File: config.mk
export PLATFORM = sky130hd
export DESIGN_NAME = audio_reactive_led_level
export DESIGN_NICKNAME = d
export VERILOG_FILES = /design/src/rtl/arll_pkg.sv /design/src/rtl/arll_ctrl.sv /design/src/rtl/arll_dp.sv /design/src/rtl/audio_reactive_led_level.sv
export SDC_FILE = /design/constraint.sdc
export NUM_CORES = 1
export LEC_CHECK = 0
export BUFFER_PORTS_ARGS = -buffer_cell sky130_fd_sc_hd__buf_4
export CORE_ASPECT_RATIO = 2
export CORE_MARGIN = 4
export CORE_UTILIZATION = 45
export DETAILED_ROUTE_END_ITERATION = 6
export PLACE_DENSITY = 0.69
export RECOVER_POWER = 50
export SLEW_MARGIN = 20
export SYNTH_ARGS = -nofsm -noshare
export SYNTH_HDL_FRONTEND = slang
export SYNTH_HIERARCHICAL = 1
export SYNTH_SLANG_ARGS = --single-unit
export TNS_END_PERCENT = 1
File: constraint.sdc
create_clock -name clk -period 12.9 [get_ports clk]
set_input_delay 0.645 -clock clk [delete_from_list [all_inputs] [get_ports clk]]
set_output_delay 0.645 -clock clk [all_outputs]
set_load 0.01 [all_outputs]
File: src/rtl/arll_pkg.sv
// Shared types and constants for the audio reactive LED level block.
// Used by arll_ctrl, arll_dp and audio_reactive_led_level; no dependencies.
package arll_pkg;

	localparam int BUCKETS = 20;
	localparam int BW      = $clog2(BUCKETS);
	localparam int DW      = (BW > 5) ? BW : 5;

	localparam logic [2:0] CFG_FRAME_LENGTH  = 3'd0;
	localparam logic [2:0] CFG_WINDOW_LENGTH = 3'd1;
	localparam logic [2:0] CFG_GATE_LEVEL    = 3'd2;
	localparam logic [2:0] CFG_SILENCE_LIMIT = 3'd3;
	localparam logic [2:0] CFG_BUCKET_FRAMES = 3'd4;

	localparam logic [9:0] RST_FRAME_LENGTH  = 10'd500;
	localparam logic [4:0] RST_WINDOW_LENGTH = 5'd5;
	localparam logic [7:0] RST_GATE_LEVEL    = 8'd105;
	localparam logic [9:0] RST_SILENCE_LIMIT = 10'd5;
	localparam logic [7:0] RST_BUCKET_FRAMES = 8'd15;
	localparam logic [9:0] RST_FIRST_BUCKET  = 10'd11;
	localparam logic [2:0] RST_MASK          = 3'd5;
	localparam logic [2:0] MASK_ALL          = 3'd7;
	localparam logic [7:0] COLOR_HOLD        = 8'd7;

	// floor(x*17/10) == (x*891293) >> 19 for x up to 255
	localparam logic [27:0] SCALE_MUL   = 28'd891293;
	localparam int          SCALE_SHIFT = 19;

	typedef struct packed {
		logic [9:0] sample;
		logic [2:0] random_bits;
	} in_t;

	typedef struct packed {
		logic [7:0] red_duty;
		logic [7:0] green_duty;
		logic [7:0] blue_duty;
		logic [7:0] level;
		logic [2:0] color_mask;
		logic       silent;
	} out_t;

	typedef struct packed {
		logic take;
		logic fold;
		logic sweep;
		logic prep;
		logic div_step;
		logic finish;
	} cmd_t;

	typedef struct packed {
		logic frame_end;
		logic sweep_done;
		logic div_done;
		logic out_full;
	} sts_t;

endpackage

File: src/rtl/arll_ctrl.sv
// Sequencer for the LED level block: per-request sample intake and
// end-of-frame fold, ring sweep, divide and result steps. Uses arll_pkg.
module arll_ctrl (
	input  logic          clk,
	input  logic          arst_n,
	input  logic          in_valid,
	output logic          in_ready,
	input  arll_pkg::sts_t sts,
	output arll_pkg::cmd_t cmd
);

	typedef enum logic [2:0] {
		S_IDLE,
		S_FOLD,
		S_SWEEP,
		S_PREP,
		S_DIV,
		S_FINISH
	} state_t;

	state_t state_q;

	assign in_ready = (state_q == S_IDLE);

	always_comb begin
		cmd          = '0;
		cmd.take     = (state_q == S_IDLE) && in_valid;
		cmd.fold     = (state_q == S_FOLD);
		cmd.sweep    = (state_q == S_SWEEP);
		cmd.prep     = (state_q == S_PREP);
		cmd.div_step = (state_q == S_DIV);
		cmd.finish   = (state_q == S_FINISH) && !sts.out_full;
	end

	always_ff @(posedge clk or negedge arst_n) begin
		if (!arst_n) begin
			state_q <= S_IDLE;
		end else begin
			unique case (state_q)
				S_IDLE: begin
					if (in_valid && sts.frame_end) state_q <= S_FOLD;
				end
				S_FOLD:  state_q <= S_SWEEP;
				S_SWEEP: begin
					if (sts.sweep_done) state_q <= S_PREP;
				end
				S_PREP:  state_q <= S_DIV;
				S_DIV: begin
					if (sts.div_done) state_q <= S_FINISH;
				end
				S_FINISH: begin
					if (!sts.out_full) state_q <= S_IDLE;
				end
				default: state_q <= S_IDLE;
			endcase
		end
	end

	a_frame_to_fold: assert property (@(posedge clk) disable iff (!arst_n)
		(cmd.take && sts.frame_end) |=> (state_q == S_FOLD))
		else $error("frame end did not start fold");

	a_fold_to_sweep: assert property (@(posedge clk) disable iff (!arst_n)
		(state_q == S_FOLD) |=> (state_q == S_SWEEP))
		else $error("fold not followed by sweep");

	a_sweep_to_prep: assert property (@(posedge clk) disable iff (!arst_n)
		(state_q == S_SWEEP && sts.sweep_done) |=> (state_q == S_PREP))
		else $error("sweep end lost");

	a_no_overwrite: assert property (@(posedge clk) disable iff (!arst_n)
		cmd.finish |-> !sts.out_full)
		else $error("result written over a stalled one");

endmodule

File: src/rtl/arll_dp.sv
// Datapath for the LED level block: config registers, frame peak, bucket
// ring, window/ring max sweep, restoring divider, gate/scale, colors.
// Uses arll_pkg; driven by arll_ctrl commands.
module arll_dp (
	input  logic           clk,
	input  logic           arst_n,
	input  arll_pkg::in_t  in_data,
	input  logic           cfg_valid,
	output logic           cfg_ready,
	input  logic [2:0]     cfg_index,
	input  logic [9:0]     cfg_data,
	output logic           out_valid,
	input  logic           out_ready,
	output arll_pkg::out_t out_data,
	input  arll_pkg::cmd_t cmd,
	output arll_pkg::sts_t sts
);

	logic [9:0] frame_length_q;
	logic [4:0] window_length_q;
	logic [7:0] gate_level_q;
	logic [9:0] silence_limit_q;
	logic [7:0] bucket_frames_q;

	logic [9:0] peak_q;
	logic [9:0] sample_count_q;
	logic [2:0] rnd_q;
	logic [9:0] ring_q [arll_pkg::BUCKETS];
	logic [arll_pkg::BW-1:0] pos_q;
	logic [7:0] fc_q;
	logic [7:0] uc_q;
	logic [2:0] mask_q;
	logic [7:0] duty_q [3];

	logic [17:0] num_q;
	logic [arll_pkg::BW-1:0] idx_q;
	logic [arll_pkg::BW-1:0] d_q;
	logic [9:0] wmax_q;
	logic [9:0] rmax_q;
	logic [9:0] r_q;
	logic [7:0] nlo_q;
	logic [7:0] q_q;
	logic [2:0] dcnt_q;
	logic       zero_q;
	logic       ovf_q;

	logic       out_valid_q;
	arll_pkg::out_t out_q;

	logic [9:0] cnt_inc;
	logic [9:0] len;
	logic [9:0] new_peak;
	logic       adv;
	logic [arll_pkg::BW-1:0] pos_inc;
	logic [arll_pkg::BW-1:0] fold_pos;
	logic [arll_pkg::BW-1:0] idx_inc;
	logic [9:0] ring_val;
	logic       in_win;
	logic [10:0] div_t;
	logic       div_ge;
	logic [7:0] diff;
	logic [27:0] prod;
	logic [8:0] scaled;
	logic [7:0] lvl;
	logic       chg;
	logic [2:0] new_mask;
	logic [7:0] base_duty [3];
	logic [7:0] new_duty [3];

	assign cfg_ready = 1'b1;
	assign out_valid = out_valid_q;
	assign out_data  = out_q;

	always_comb begin
		cnt_inc  = sample_count_q + 10'd1;
		len      = (frame_length_q == 10'd0) ? 10'd1 : frame_length_q;
		new_peak = (in_data.sample > peak_q) ? in_data.sample : peak_q;
		adv      = fc_q > bucket_frames_q;
		pos_inc  = (pos_q == arll_pkg::BW'(arll_pkg::BUCKETS - 1)) ? '0 :
			pos_q + arll_pkg::BW'(1);
		fold_pos = adv ? pos_inc : pos_q;
		idx_inc  = (idx_q == arll_pkg::BW'(arll_pkg::BUCKETS - 1)) ? '0 :
			idx_q + arll_pkg::BW'(1);
		ring_val = ring_q[idx_q];
		// offset -1 is the last step of the sweep
		in_win   = (d_q == arll_pkg::BW'(arll_pkg::BUCKETS - 1)) ||
			(arll_pkg::DW'(d_q) < arll_pkg::DW'(window_length_q));
		div_t    = {r_q, nlo_q[7]};
		div_ge   = div_t >= {1'b0, wmax_q};

		diff   = q_q - gate_level_q;
		prod   = {20'd0, diff} * arll_pkg::SCALE_MUL;
		scaled = prod[arll_pkg::SCALE_SHIFT +: 9];
		if (zero_q)                lvl = 8'd0;
		else if (ovf_q)            lvl = 8'd255;
		else if (q_q < gate_level_q) lvl = 8'd0;
		else if (scaled[8])        lvl = 8'd255;
		else                       lvl = scaled[7:0];

		chg      = (lvl == 8'd0) && (uc_q > arll_pkg::COLOR_HOLD);
		new_mask = chg ? ((rnd_q == 3'd0) ? arll_pkg::MASK_ALL : rnd_q) : mask_q;
		for (int i = 0; i < 3; i++) begin
			base_duty[i] = chg ? 8'd0 : duty_q[i];
			new_duty[i]  = new_mask[i] ? lvl : base_duty[i];
		end

		sts.frame_end  = cnt_inc >= len;
		sts.sweep_done = (d_q == arll_pkg::BW'(arll_pkg::BUCKETS - 1));
		sts.div_done   = (dcnt_q == 3'd7);
		sts.out_full   = out_valid_q && !out_ready;
	end

	always_ff @(posedge clk or negedge arst_n) begin
		if (!arst_n) begin
			frame_length_q  <= arll_pkg::RST_FRAME_LENGTH;
			window_length_q <= arll_pkg::RST_WINDOW_LENGTH;
			gate_level_q    <= arll_pkg::RST_GATE_LEVEL;
			silence_limit_q <= arll_pkg::RST_SILENCE_LIMIT;
			bucket_frames_q <= arll_pkg::RST_BUCKET_FRAMES;
		end else if (cfg_valid) begin
			unique case (cfg_index)
				arll_pkg::CFG_FRAME_LENGTH:  frame_length_q  <= cfg_data;
				arll_pkg::CFG_WINDOW_LENGTH: window_length_q <= cfg_data[4:0];
				arll_pkg::CFG_GATE_LEVEL:    gate_level_q    <= cfg_data[7:0];
				arll_pkg::CFG_SILENCE_LIMIT: silence_limit_q <= cfg_data;
				arll_pkg::CFG_BUCKET_FRAMES: bucket_frames_q <= cfg_data[7:0];
				default: ;
			endcase
		end
	end

	always_ff @(posedge clk or negedge arst_n) begin
		if (!arst_n) begin
			peak_q         <= '0;
			sample_count_q <= '0;
			for (int j = 0; j < arll_pkg::BUCKETS; j++) begin
				ring_q[j] <= (j == 0) ? arll_pkg::RST_FIRST_BUCKET : 10'd0;
			end
			pos_q       <= '0;
			fc_q        <= '0;
			uc_q        <= '0;
			mask_q      <= arll_pkg::RST_MASK;
			for (int i = 0; i < 3; i++) begin
				duty_q[i] <= '0;
			end
			out_valid_q <= 1'b0;
		end else begin
			if (cmd.take) begin
				peak_q         <= new_peak;
				sample_count_q <= cnt_inc;
			end
			if (cmd.fold) begin
				for (int j = 0; j < arll_pkg::BUCKETS; j++) begin
					if (adv && pos_inc == arll_pkg::BW'(j)) begin
						ring_q[j] <= '0;
					end else if (pos_q == arll_pkg::BW'(j) && ring_q[j] < peak_q) begin
						ring_q[j] <= peak_q;
					end
				end
				pos_q <= fold_pos;
				fc_q  <= (adv ? 8'd0 : fc_q) + 8'd1;
			end
			if (cmd.finish) begin
				uc_q   <= (chg ? 8'd0 : uc_q) + 8'd1;
				mask_q <= new_mask;
				for (int i = 0; i < 3; i++) begin
					duty_q[i] <= new_duty[i];
				end
				peak_q         <= '0;
				sample_count_q <= '0;
				out_valid_q    <= 1'b1;
			end else if (out_ready) begin
				out_valid_q <= 1'b0;
			end
		end
	end

	always_ff @(posedge clk) begin
		if (cmd.take) begin
			rnd_q <= in_data.random_bits;
		end
		if (cmd.fold) begin
			num_q  <= {peak_q, 8'd0} - {8'd0, peak_q};
			idx_q  <= fold_pos;
			d_q    <= '0;
			wmax_q <= '0;
			rmax_q <= '0;
		end
		if (cmd.sweep) begin
			if (ring_val > rmax_q) rmax_q <= ring_val;
			if (in_win && ring_val > wmax_q) wmax_q <= ring_val;
			idx_q <= idx_inc;
			d_q   <= d_q + arll_pkg::BW'(1);
		end
		if (cmd.prep) begin
			zero_q <= (wmax_q == 10'd0);
			ovf_q  <= num_q >= {wmax_q, 8'd0};
			r_q    <= num_q[17:8];
			nlo_q  <= num_q[7:0];
			q_q    <= '0;
			dcnt_q <= '0;
		end
		if (cmd.div_step) begin
			r_q    <= div_ge ? 10'(div_t - {1'b0, wmax_q}) : div_t[9:0];
			q_q    <= {q_q[6:0], div_ge};
			nlo_q  <= {nlo_q[6:0], 1'b0};
			dcnt_q <= dcnt_q + 3'd1;
		end
		if (cmd.finish) begin
			out_q.red_duty   <= new_duty[0];
			out_q.green_duty <= new_duty[1];
			out_q.blue_duty  <= new_duty[2];
			out_q.level      <= lvl;
			out_q.color_mask <= new_mask;
			out_q.silent     <= rmax_q < silence_limit_q;
		end
	end

endmodule

File: src/rtl/audio_reactive_led_level.sv
// Audio reactive LED level block, top level.
// Joins arll_ctrl and arll_dp; uses arll_pkg for payload types.
//
// Usage:
//   in_valid/in_ready/in_data carry one ADC sample and a random color mask
//   per request. Samples that do not close a frame are taken while the block stays idle.
//   The sample that closes a frame starts the end-of-frame work: a fold
//   step, a sweep over all 20 ring buckets (one bucket a cycle, giving the
//   window maximum and the ring maximum together), a setup step, an 8-step
//   restoring divide and a result step that loads the output register.
//   in_ready is low during that work.
//   out_valid/out_ready/out_data deliver one result per frame from a
//   register; the next frame's samples are taken while it waits. If a new
//   result is ready while the old one is still stalled, the block holds in
//   its result step until out_ready frees the register.
//   cfg_valid/cfg_ready/cfg_index/cfg_data write the five registers;
//   cfg_ready is always high, and writes are meant for idle periods.
//   Reset (arst_n low) restores default registers, clears the frame and the
//   ring (first bucket 11), sets the mask to red and blue, drops out_valid.
module audio_reactive_led_level (
	input  logic           clk,
	input  logic           arst_n,
	input  logic           in_valid,
	output logic           in_ready,
	input  arll_pkg::in_t  in_data,
	output logic           out_valid,
	input  logic           out_ready,
	output arll_pkg::out_t out_data,
	input  logic           cfg_valid,
	output logic           cfg_ready,
	input  logic [2:0]     cfg_index,
	input  logic [9:0]     cfg_data
);

	arll_pkg::cmd_t cmd;
	arll_pkg::sts_t sts;

	arll_ctrl u_ctrl (
		.clk      (clk),
		.arst_n   (arst_n),
		.in_valid (in_valid),
		.in_ready (in_ready),
		.sts      (sts),
		.cmd      (cmd)
	);

	arll_dp u_dp (
		.clk       (clk),
		.arst_n    (arst_n),
		.in_data   (in_data),
		.cfg_valid (cfg_valid),
		.cfg_ready (cfg_ready),
		.cfg_index (cfg_index),
		.cfg_data  (cfg_data),
		.out_valid (out_valid),
		.out_ready (out_ready),
		.out_data  (out_data),
		.cmd       (cmd),
		.sts       (sts)
	);

endmodule

# ---- Word level (Yosys, flattened, before mapping)
# Index checks and enable logic that the tools add are counted.
dict set report totals {
  register_bits 431
  latchBits 0
  ramBits 0
  mem_bits_ro 0
  in_bits 31
  output_inout_bits 39
  wordCells 354
  n_memories 0
}
dict set report classes {
  n_addsub 10
  multipliers 1
  n_div 0
  magnitude_cmp 32
  eq_ne 54
  shift 0
  muxes 92
  bitwise 1
  reduce_logical 109
}
# cell count
set ops {}
lappend ops {{2-to-1 mux 10 bit} 57}
lappend ops {{< comparator 10 bit} 21}
lappend ops {{2-to-1 mux 8 bit} 16}
lappend ops {{== test 5 x 4 -> 1 bit (second input constant)} 16}
lappend ops {{AND reduction 2 bit} 26}
lappend ops {{binary-select mux 10 bit (select 5 bit)} 1}
lappend ops {{== test 5 bit (second input constant)} 10}
lappend ops {{nonzero test 2 bit} 25}
lappend ops {{logical AND 1 bit} 46}
lappend ops {{== test 5 x 3 -> 1 bit (second input constant)} 8}
lappend ops {{2-to-1 mux 5 bit} 7}
lappend ops {{> comparator 10 bit} 3}
lappend ops {{multiplier 8 x 20 -> 28 bit (second input constant)} 1}
lappend ops {{2-to-1 mux 3 bit} 8}
lappend ops {{== test 5 x 2 -> 1 bit (second input constant)} 4}
lappend ops {{zero test 10 bit} 2}
lappend ops {{greater-or-equal comparator 18 bit} 1}
lappend ops {{one-hot mux 3 bit (6 select lines)} 1}
lappend ops {{subtractor 18 x 10 -> 18 bit} 1}
lappend ops {{adder 8 x 1 -> 8 bit (second input constant)} 2}
lappend ops {{adder 5 x 1 -> 5 bit (second input constant)} 3}
lappend ops {{== test 3 x 2 -> 1 bit (second input constant)} 4}
lappend ops {{== test 3 bit (second input constant)} 4}
lappend ops {{greater-or-equal comparator 11 x 10 -> 1 bit} 1}
lappend ops {{22 further kinds} 31}

# ---- Longest topological paths before layout
# Gate-level depths: netlist of run 1.
dict set report logic_depth {
  word_depth 10
  ltp_mapped 38
  depth_no_buf 35
}

# ---- Modules after synthesis
# Netlist of run 1, hierarchy kept.
# module instances cells_per_inst area_per_inst_um2 seq_area_each_um2
set modules_own_cells {}
lappend modules_own_cells {arll_dp 1 2580 27736.6 11119.4}
lappend modules_own_cells {arll_ctrl 1 18 175.2 75.1}

# ---- Worst setup path before layout of run 1
# Ideal clock, no wire load.
dict set report synth_timing {
  path_kind {register to register}
  start {register u_dp.gate_level_q[0]}
  end {register u_dp.uc_q[6]}
  setup_time_ns 0.064
  arrival_time_ns 7.538
  t_required_ns 12.836
  path_slack_ns 5.298
  stages_incl_launch_ff 35
  path_buffers 3
  synth_period_minus_slack_ns 7.602
  cell_sequence {dfstp_2 ha_1 inv_1 fa_1 a21o_1 a21oi_1 o21bai_1 a21oi_1 xnor2_1 inv_1 fa_1 inv_1 fa_1 fa_1 fa_1 inv_1 ha_1 and4_1 a32oi_1 o21ai_1 o21ai_1 nor4b_1 nor2_1 a31o_1 buf_4 and2_1 buf_4 buf_6 nor2_1 ha_1 and3_1 nand3_1 or3_1 a22oi_1 a21o_1}
}
dict set report synth_between {
  elab_chain_len 10
  word_cells_on_any_way 11
  classes_between {2 x add/sub; 1 x mul; 1 x order compare; 5 x mux; 2 x reduce/logical}
}
# item line_no
set synth_rtl {}
lappend synth_rtl {{from (decl)} arll_dp.sv:21} ;# logic [7:0] gate_level_q;
lappend synth_rtl {{from (signal assigned)} arll_dp.sv:117} ;# gate_level_q <= arll_pkg::RST_GATE_LEVEL;
lappend synth_rtl {{from (signal assigned)} arll_dp.sv:124} ;# arll_pkg::CFG_GATE_LEVEL: gate_level_q <= cfg_data[7:0];
lappend synth_rtl {{subtractor 8 bit} arll_dp.sv:91} ;# diff = q_q - gate_level_q;
lappend synth_rtl {{multiplier 8 x 20 -> 28 bit} arll_dp.sv:92} ;# prod = {20'd0, diff} * arll_pkg::SCALE_MUL;
lappend synth_rtl {{2-to-1 mux 8 bit} arll_dp.sv:97} ;# else if (scaled[8]) lvl = 8'd255;
lappend synth_rtl {{2-to-1 mux 8 bit (*)} arll_dp.sv:96} ;# else if (q_q < gate_level_q) lvl = 8'd0;
lappend synth_rtl {{2-to-1 mux 8 bit (*)} arll_dp.sv:95} ;# else if (ovf_q) lvl = 8'd255;
lappend synth_rtl {{2-to-1 mux 8 bit (*)} arll_dp.sv:94} ;# if (zero_q) lvl = 8'd0;
lappend synth_rtl {{zero test 8 bit (*)} arll_dp.sv:100} ;# chg = (lvl == 8'd0) && (uc_q > arll_pkg::COLOR_HOLD);
lappend synth_rtl {{logical AND 1 bit (*)} arll_dp.sv:100}
lappend synth_rtl {{2-to-1 mux 8 bit (*)} arll_dp.sv:164} ;# uc_q <= (chg ? 8'd0 : uc_q) + 8'd1;
lappend synth_rtl {{adder 8 x 1 -> 8 bit (*)} arll_dp.sv:164}
lappend synth_rtl {{to (signal assigned)} arll_dp.sv:164}
lappend synth_rtl {{to (decl)} arll_dp.sv:31} ;# logic [7:0] uc_q;
# Mark *: on every way between the ends. The rest lies on a longest branch, timed or not.
# A chain may end at the register's enable or synchronous reset.

# ---- Final worst setup path of run 1
# Same ends and word-level chain as after synthesis.

==> flow_summary.ini, run 1 <==
[cts]
cts_resized = 0
clk_pin_slew_ns = 0.07
cts_root_buf = clkbuf_16
cts_buffer_depth = 3
clkLatencyLatePin_ns = 0.58
cts_made_buffers = 41
cts.sinks = 431
post_cts_buffers = 0
hold_buffers = 0
cts_max_level = 2
cts_tree = done

[timing]
finalCriticalPeriod_ns = 9.05
finalCritPeriodShare = 0.702
max_freq_mhz = 110
drv_slew = 345
finalHoldViolCount = 0
max-slew-margin-rel = -2.14
rsz0062_at_grt = false
worst_slack_ns = 3.85
clock-skew-final_ns = 0.0299
setup_viol = 0
worst_pin_slew_ns = 4.71
totalNegativeSetupSlack_ns = 0

[global_routing]
grt_pass1_wl_um = 127000
grt_pass1_vias = 23100
grt_antenna_before_repair = 0
gr-total-overflow = 0
track_usage = 0.246
grt_start_max_net_pins = 159

[yosys]
synth_area_per_cell_um2 = 10.7
synthXorXnorAreaFrac = 0.0188
synth-edff-count = 97
netlist-cell-type-count = 85
synth_top_family_by_area = adder cells
synthesis.area_mm2 = 0.0279
yosys.area_share.simple = 0.102
synth_nets = 3015
yosys_register_bits = 431
seq_area_frac_synth = 0.401
synthAdderAreaFrac = 0.183
syn_inst = 2598
async_reset_ff_frac = 0.726
synth_compound_area_frac = 0.169
yosysWarnings = 6
synth_mux_area_frac = 0.0836
synth-main-ff-cell = dfrtp_1

[routing]
wl_per_cell_um = 23.8
vias_per_cell = 6.17
ant_nets = 0
wl_met1_um = 25900
dr_wl_met2_um = 44300
vias = 21300
drc = 0
wl_met3_um = 3080
topRoutingLayerUsed = met4
drt-pass1-iter-count = 5
wl_um = 82300
drt_iter0_drc = 1472

[min_path]
min_path_type = in -> reg
min_from = in_data[1]

[setup_path]
cpLargestDelayFamily = adder cells
worstSetupEndpointType = flop
cp_num_buf_inv = 4
crit_fanout = 18
crit_start = u_dp/gate_level_q[0]
arrival_ns = 9.52
critPathKind = reg -> reg
crit_top_cell = fa_1
cp-start-kind = flop
critPathMaxStageDelay_ns = 0.57
required_ns = 13.36
reg2reg_from = u_dp/gate_level_q[0]
critPathSlowestCell = and2_1

[die]
core-area_mm2 = 0.0612
io_pins = 70
row_count = 128
dieArea_mm2 = 0.0663
die_w_um = 184
die_y_um = 360
start_util = 0.456

[outcome]
violations = capacitance limit, slew limit
status = complete, but fails checks

[run]
drv_cap = 8

[place]
gp_congestion = 0.908
place_hpwl_um = 63100
buffer_ports.inserted = 68
preCtsSetupSlack_ns = 3.94

[finish]
final_cell_mix = 349 x ha_1, 290 x dfrtp_1, 202 x inv_1
final_nets = 3058
n_fill_cell = 5519
final_common_cell = ha_1
final_layout_size_suffix_gt1_frac = 0.102
syn_to_final_growth_pct = 9.31
diodes = 0
## sequential cells by signal (all words and copies together), names as in the netlist, 10 cells and up
signal,cells
u_dp/ring_q,200
u_dp/out_data,36
u_dp/duty_q,24
u_dp/num_q,18
u_dp/frame_length_q,10
u_dp/peak_q,10
u_dp/r_q,10
u_dp/rmax_q,10
u_dp/sample_count_q,10
u_dp/silence_limit_q,10
u_dp/wmax_q,10
## cell usage after synthesis, drive strengths merged, types with 12 or more instances
cell,count,area [µm²]
ha,349,4370
dfrtp,290,7260
inv,202,758
o21ai,174,875
a22o,168,1470
nand2,152,571
a21oi,114,582
nor2,105,394
edfxtp,97,2910
clkbuf,89,334
a21o,82,616
mux2i,62,621
nor2b,62,388
nand3,57,285
mux2,52,586
mux4,50,1130
nand2b,49,307
fa,37,741
xnor2,33,297
xor2,26,228
dfstp,23,604
nor3,23,120
a31oi,21,131
dfxtp,21,420
o2bb2ai,21,184
nand4,20,125
and2,19,121
and3,18,113
buf,16,85.1
o22ai,16,100
o21a,14,105
or3,12,75.1
## final cells by class
cell class	instances	area, µm²	share of cell area
Clock inverter	16	195	0.00640
Timing Repair Buffer	105	632	0.0207
Inverter	203	762	0.0250
Sequential cell	431	11200	0.367
Multi-Input combinational cell	1859	15600	0.511
Tap cell	780	976	0.0320
Clock buffer	59	1160	0.0382
## cell families after synthesis
| group | count (synthesis) |
|---|---|
| adders and majority gates | 386 |
| buffers and inverters | 308 |
| AOI/OAI and AO/OA | 687 |
| other | 1 |
| and+or+nand+nor | 562 |
| xor gates and xnor gates | 59 |
| muxes | 164 |
| DFF | 431 |
## metal layers
layer / track usage / up-vias
li1: - / 9624
met1: 0.227 / 10500
met2: 0.464 / 815
met3: 0.0240 / 394
met4: 0.214 / 0
met5: 0 / -
## metrics by stage
step           cells  area, µm²  hold slack (ns)  utilization
2_1_floorplan   2598      27900            0.349            -
3_3_place_gp    3378      29300            0.458        0.479
3_5_place_dp    3378      29300            0.463        0.479
4_1_cts         3453      30700            0.102        0.502
5_1_grt         3453      30500            0.254        0.499
6_report        3453      30500            0.273        0.499
## worst paths after layout
kind / end / slack, ns / depth (start not counted)
worst min-delay path: u_dp/rnd_q[1] / 0.27 / 1
worst max-delay path: u_dp/uc_q[6] / 3.85 / 31
min in group asynchronous: u_dp/ring_q[180] / 1.78 / 1
worst min register to register: u_dp/wmax_q[8] / 0.47 / 2
worst max register to register: u_dp/uc_q[6] / 3.85 / 31
max in group asynchronous: u_dp/mask_q[1] / 5.52 / 2
Power of run 1 is not shown: default switching activity piles up to over one toggle a cycle in this logic, so the estimate is an artifact.
==> run 2, diff against run 1 <==
==> constraint.sdc (replaced) <==
create_clock -name clk -period 9.03 [get_ports clk]
set_input_delay 0.4515 -clock clk [delete_from_list [all_inputs] [get_ports clk]]
set_output_delay 0.4515 -clock clk [all_outputs]
set_load 0.01 [all_outputs]
==> flow_summary.ini, run 2 (synthesis results as in run 1) <==
[outcome]
status = complete, but fails checks
violations = capacitance limit, slew limit

[routing]
drt-pass1-iter-count = 7
ant_nets = 0
vias = 21300
drc = 0
wl_per_cell_um = 23.8
wl_um = 82200
vias_per_cell = 6.18
drt_iter0_drc = 1477

[cts]
cts_max_level = 2
cts_buffer_depth = 3
clkLatencyLatePin_ns = 0.58
clk_pin_slew_ns = 0.07
cts.sinks = 431
cts_made_buffers = 41
cts_resized = 0
cts_tree = done
post_cts_buffers = 0
cts_root_buf = clkbuf_16
hold_buffers = 0

[setup_path]
ff2ff_path_depth = 31
crit_top_cell = fa_1
required_ns = 9.50
critPathKind = reg -> reg
critPathSlowestCell = dfstp_2
worstSetupEndpointType = flop
crit_fanout = 9
cp-start-kind = flop
critPathMaxStageDelay_ns = 0.55
arrival_ns = 8.74

[global_routing]
grt_pass1_vias = 22900
grt_start_max_net_pins = 119
track_usage = 0.246
gr-total-overflow = 0
grt_pass1_wl_um = 127000
grt_antenna_before_repair = 0

[timing]
finalCriticalPeriod_ns = 8.26
timing.hold.ws_ns = 0.0745
clock-skew-final_ns = 0.0409
totalNegativeSetupSlack_ns = 0
finalHoldViolCount = 0
setup_viol = 0
max-slew-margin-rel = -3.52
finalCritPeriodShare = 0.915
drv_slew = 441
worst_pin_slew_ns = 6.78
worst_slack_ns = 0.768
max_freq_mhz = 121
rsz0062_at_grt = false

[min_path]
hold_path_depth = 1
min_path_type = in -> reg

[finish]
final_cell_mix = 349 x ha_1, 290 x dfrtp_1, 202 x inv_1
final_nets = 3061
largest_register = u_dp/ring_q
final_common_cell = ha_1
final_layout_size_suffix_gt1_frac = 0.101
final_area_mm2 = 0.0305
largest_reg_flops = 200
syn_to_final_growth_pct = 9.13
diodes = 0

[die]
core-area_mm2 = 0.0612
io_pins = 70
die_w_um = 184
start_util = 0.456
row_count = 128
dieArea_mm2 = 0.0663
die_y_um = 360

[place]
gp_congestion = 0.895
place_hpwl_um = 63100
placed_area_mm2 = 0.0293
buffer_ports.inserted = 68
preCtsSetupSlack_ns = 0.754

[run]
drv_cap = 9
## run 2: worst max-delay path, delay by kind of cell, from the launching register on
| family | cells | cell delay, ns |
|---|---|---|
| AO/OA/AOI/OAI | 11 | 2.72 |
| XOR/XNOR | 1 | 0.27 |
| adder cells (fa/ha/maj) | 8 | 3.10 |
| buffers and inverters | 4 | 0.33 |
| AND/OR/NAND/NOR | 7 | 1.22 |
| flip-flops | 1 | 0.55 |
## run 2: stage by stage
stage | std cells | utilization
after floorplan | 2598 | -
after global placement | 3380 | 0.479
after detailed placement | 3380 | 0.479
after CTS | 3454 | 0.501
after global routing | 3455 | 0.498
final | 3455 | 0.498
## run 2: final cells by class
type	instances	area, µm²
multi-input combinational	1859	15600
sequential	431	11200
timing repair buffer	108	629
tap	780	976
inverter	203	762
fill	5560	30700
clock inverter	17	185
clock buffer	57	1140
## run 2: final timing paths
path                                      startpoint                endpoint  slack, ns
worst min register to register        u_dp/wmax_q[4]          u_dp/wmax_q[4]       0.49
worst min-delay path                      in_data[1]           u_dp/rnd_q[1]       0.07
worst max-delay path            u_dp/gate_level_q[0]            u_dp/uc_q[6]       0.77
worst max register to register  u_dp/gate_level_q[0]            u_dp/uc_q[6]       0.77
min in group asynchronous                     arst_n        u_dp/ring_q[123]       2.41
max in group asynchronous                     arst_n  u_dp/frame_length_q[1]       1.77
## run 2: per-layer routing
metal,vias up,global-route usage,part of all wire
li1,9641,-,-
met1,10500,0.227,0.31
met2,793,0.460,0.54
met3,402,0.0257,0.038
met4,0,0.220,0.11
met5,-,0,0
Power of run 2 is left out for the same reason.
